$ cat config.mk
export PLATFORM = sky130hd
export DESIGN_NAME = hcd_front
export DESIGN_NICKNAME = d
export VERILOG_FILES = /design/src/rtl/hcd_pkg.sv /design/src/rtl/hcd_front.sv
export SDC_FILE = /design/constraint.sdc
export NUM_CORES = 1
export LEC_CHECK = 0
export ABC_AREA = 1
export BUFFER_PORTS_ARGS = -buffer_cell sky130_fd_sc_hd__clkbuf_2
export CAP_MARGIN = 30
export CORE_ASPECT_RATIO = 0.6
export CORE_UTILIZATION = 30
export DETAILED_ROUTE_END_ITERATION = 12
export SETUP_SLACK_MARGIN = 0.05
export SYNTH_ARGS = -nofsm -noshare
export SYNTH_HDL_FRONTEND = slang
export SYNTH_SLANG_ARGS = --single-unit
$ cat constraint.sdc
create_clock -name clk_i -period 4.28 [get_ports clk_i]
set_input_delay 0.214 -clock clk_i [delete_from_list [all_inputs] [get_ports clk_i]]
set_output_delay 0.214 -clock clk_i [all_outputs]
set_load 0.01 [all_outputs]
$ cat src/rtl/hcd_pkg.sv
// shared types and constants of the histogram scene cut detector
package hcd_pkg;

  localparam int COLOR_W   = 8;
  localparam int BIN_W     = 12;
  localparam int BIN_COUNT = 4096;
  localparam int DIFF_W    = 25;
  localparam int FRAME_W   = 24;
  localparam int QDEPTH    = 4;
  localparam int QPTR_W    = 2;

  localparam logic [DIFF_W-1:0]  DIFF_MAX     = '1;
  localparam logic [FRAME_W-1:0] FRAME_MAX    = '1;
  localparam logic [DIFF_W-1:0]  THRESH_RESET = 25'd207360;

  typedef struct packed {
    logic [BIN_W-1:0] bin;
    logic             frame_end;
  } q_entry_t;

  typedef struct packed {
    logic clearing;
  } back_status_t;

endpackage

$ cat src/rtl/hcd_front.sv
// front end: bin index from the pixel colour and a short request queue
module hcd_front (
  input  logic                          clk_i,
  input  logic                          rst_ni,
  input  logic                          in_valid_i,
  output logic                          in_stall_o,
  input  logic [hcd_pkg::COLOR_W-1:0]   red_i,
  input  logic [hcd_pkg::COLOR_W-1:0]   green_i,
  input  logic [hcd_pkg::COLOR_W-1:0]   blue_i,
  input  logic                          frame_end_i,
  input  hcd_pkg::back_status_t         status_i,
  output logic                          q_valid_o,
  input  logic                          q_pop_i,
  output hcd_pkg::q_entry_t             q_entry_o
);

  hcd_pkg::q_entry_t             q_mem_q [hcd_pkg::QDEPTH];
  logic [hcd_pkg::QPTR_W-1:0]    wr_ptr_q, rd_ptr_q;
  logic [hcd_pkg::QPTR_W:0]      count_q, count_d;
  logic                          push;
  logic                          full;
  hcd_pkg::q_entry_t             entry;

  assign full       = (count_q == (hcd_pkg::QPTR_W+1)'(hcd_pkg::QDEPTH));
  assign in_stall_o = full | status_i.clearing;
  assign push       = in_valid_i & ~in_stall_o;
  assign q_valid_o  = (count_q != '0);
  assign q_entry_o  = q_mem_q[rd_ptr_q];

  // red, green, blue high nibbles form the bin index
  assign entry.bin       = {red_i[7:4], green_i[7:4], blue_i[7:4]};
  assign entry.frame_end = frame_end_i;

  always_comb begin
    count_d = count_q;
    if (push && !q_pop_i) begin
      count_d = count_q + 1'b1;
    end else if (!push && q_pop_i) begin
      count_d = count_q - 1'b1;
    end
  end

  always_ff @(posedge clk_i or negedge rst_ni) begin
    if (!rst_ni) begin
      wr_ptr_q <= '0;
      rd_ptr_q <= '0;
      count_q  <= '0;
    end else begin
      count_q <= count_d;
      if (push) begin
        wr_ptr_q <= wr_ptr_q + 1'b1;
      end
      if (q_pop_i) begin
        rd_ptr_q <= rd_ptr_q + 1'b1;
      end
    end
  end

  always_ff @(posedge clk_i) begin
    if (push) begin
      q_mem_q[wr_ptr_q] <= entry;
    end
  end

endmodule

==> impl_metrics.toml <==
[status]
outcome = "completed"

[synth]
syn-num-nets = 242
synthArstFlopShare = 0.119
yosysTopAreaCell = "edfxtp_1"
synth_seq_cells = 59
synth_enable_flop_cells = 52
ys_warn_count = 0
syn-cell-area_um2 = 2560
avgSynthCellArea_um2 = 12.4
yosysMostFrequentCell = "edfxtp_1"
ys_top_cells_by_count = "edfxtp_1 (52), nand2_1 (41), inv_1 (39)"
synthFlopType = "edfxtp_1"
synth_cell_types = 22
synth_top_area_share = 0.609
ys_seq_area_frac = 0.677
yosys-top-cells-area = "edfxtp_1 (61%), dfrtp_1 (6.8%), nand2_1 (6.0%)"
netlist_instances = 206

[clock_tree]
insertion_delay_ns = 0.32
ctsLongestPathBuffers = 2
cts_buffers = 9
cts.clk_slew.worst_paths_ns = 0.05
cts_setup_buffers = 0
htreeDepth = 3
clkSinkCount = 59
clock_tree.root_cell = "clkbuf_16"
cts_tree = "yes"

[critical_path]
crit_path_end_kind = "output port"
required_ns = 4.07
worstRegToRegCells = 11
r2r_start = "count_q[0]"
startpoint_type = "register"
rrSetupSlack_ns = 2.41
worstReg2RegEnd = "count_q[2]"
cp_cell_sequence = "o211ai_1, nand2_1, clkbuf_2"
crit_path_top_delay_cell = "dfrtp_2"
critPathCapture = "q_entry_o[10]"
cp-startpoint = "rd_ptr_q[0]"
worstSetupPathType = "register to output port"
worstPathArrival_ns = 1.84
crit_path_max_incr_delay_ns = 1.00
crit_fanout = 54

[timing]
worst_slew_pin_slew_ns = 0.987
slew_headroom = 0.342
hold_viol = 0
setup_viol = 0
skew_ns = 0.00300
rsz0062_at_grt = "false"
min_period_over_period = 0.479
tns_ns = 0
report.final.slew_viol_count = 0
fmax_mhz = 488
period_minus_slack_ns = 2.05

[route]
routed-via-count = 1478
wl_per_cell_um = 11.9
drtIter0Drc = 82
routed_wl_mm = 4.27
drc = 0
antenna_left = 0
firstDrtPassIters = 4
avgViaCountPerCell = 4.13

[placed_design]
dp_cells = 342
place.port_buffers = 32
place.gp.congestion = 0.687
dp_hpwl_mm = 2.76
placed_cell_area_um2 = 2820

[die]
ios = 45
core-area_um2 = 8070
fp.dieArea_um2 = 8930
initial_utilization = 0.318
die_w_um = 121
num_rows = 25
die_y_um = 73.6

[final_layout]
diodes = 0
area.growth.synth_to_final_pct = 20.4
final_layout_size_suffix_gt1_frac = 0.252
utilization = 0.382
nNetsFinal = 282
final_cell_count_no_fill = 358
stdcell_area_um2 = 3090

[power_and_ir_drop]
p_int_w = 0.00134
p_leak_nw = 1.29
p_seq_frac = 0.426
switchingPower_w = 0.000675
peakVddDrop_mv = 0.245
clkPwrFrac = 0.301
swShare = 0.334
power.density_nw_per_um2 = 654
pwr-share-comb = 0.273

[flow_run]
max_cap_violations = 0

[grt]
grt_pass1_wl_mm = 6.93
grt_start_max_net_pins = 55
track_usage = 0.112
grt-ovfl-total = 0
antenna_found_initial = 0
grt_pass1_vias = 1374

[hold_path]
hold_path.class = "input pin to register"
[metrics by stage]
step,worst slack [ns],hold slack [ns],total power [W]
floorplan,2.60,-0.0816,0.00128
global placement,2.41,0.0637,0.00139
detailed placement,2.42,0.0631,0.00143
CTS,2.22,0.0997,0.00205
global route,2.04,0.0969,0.00217
finish,2.23,0.111,0.00202
[worst min path at each step]
stage	start	endpoint	slack, ns	depth (start not counted)
6_report	red_i[4]	q_mem_q[2][9]	0.11	1
5_1_grt	green_i[6]	q_mem_q[0][7]	0.1	1
4_1_cts	red_i[4]	q_mem_q[2][9]	0.1	1
3_5_place_dp	rst_ni	count_q[2]	0.06	1
3_3_place_gp	rst_ni	count_q[2]	0.06	1
2_1_floorplan	rst_ni	count_q[0]	-0.08	0
[repair_timing]
action	CTS	global route
endpoints found under the hold margin	7	0
resized for setup	0	0
hold buffers	1	0
[metal layers]
layer,global-route usage,up-vias,wire (um)
li1,-,769,-
met1,0.142,679,2150
met2,0.157,26,1820
met3,0.0675,4,257
met4,0.0370,0,37
met5,0,-,0
[worst max-delay path: cells and delay by family, from the launching register on]
kind / cells / cell delay [ns]
AND/OR/NAND/NOR: 1 / 0.12
flip-flops: 1 / 1.00
AO/OA/AOI/OAI: 1 / 0.23
buffers and inverters: 1 / 0.13
[registers in the layout, indices dropped and copies added, names as in the netlist]
name / flops
count_q: 3
wr_ptr_q: 2
q_mem_q: 52
rd_ptr_q: 2
[placed cells by master (no fill, tap or decap)]
master and instances:
edfxtp_1 52, nand2_1 41, inv_1 39, clkbuf_2 32, o211ai_1 13, a21oi_2 9
o21ai_1 9, clkbuf_16 9, dfrtp_1 6, ha_1 5, nor2_1 4, a21oi_1 4
o21ai_0 4, buf_4 4, nand4_1 3, clkinv_2 3, xnor2_1 2, clkinvlp_4 2
nor2_2 1, nand3_2 1, xor2_1 1, nand3_1 1, fa_1 1, clkinv_1 1
dlygate4sd3_1 1, buf_16 1, dfrtp_2 1
[power by group through the flow]
stage | registers, W | logic [W] | clock network [W]
2_1_floorplan | 0.000758 | 0.000517 | 0
3_3_place_gp | 0.000892 | 0.000500 | 0
3_5_place_dp | 0.000870 | 0.000562 | 0
4_1_cts | 0.000861 | 0.000564 | 0.000626
5_1_grt | 0.000879 | 0.000637 | 0.000651
6_report | 0.000859 | 0.000550 | 0.000608
[cells by family after synthesis]
family | count (synthesis) | synth area share
flops | 59 | 0.677
simple gates | 51 | 0.0815
buf+inv | 48 | 0.0966
compound gates | 39 | 0.102
fa+ha+maj | 6 | 0.0322
xor+xnor | 3 | 0.0103
[cell type report]
type | instances | area, um2
Sequential cell | 59 | 1740
Tap cell | 108 | 135
Fill cell | 787 | 4980
Clock buffer | 9 | 225
Multi-Input combinational cell | 99 | 579
Inverter | 39 | 146
Timing Repair Buffer | 38 | 228
Clock inverter | 6 | 33.8
(Power assumes the default switching activity.)
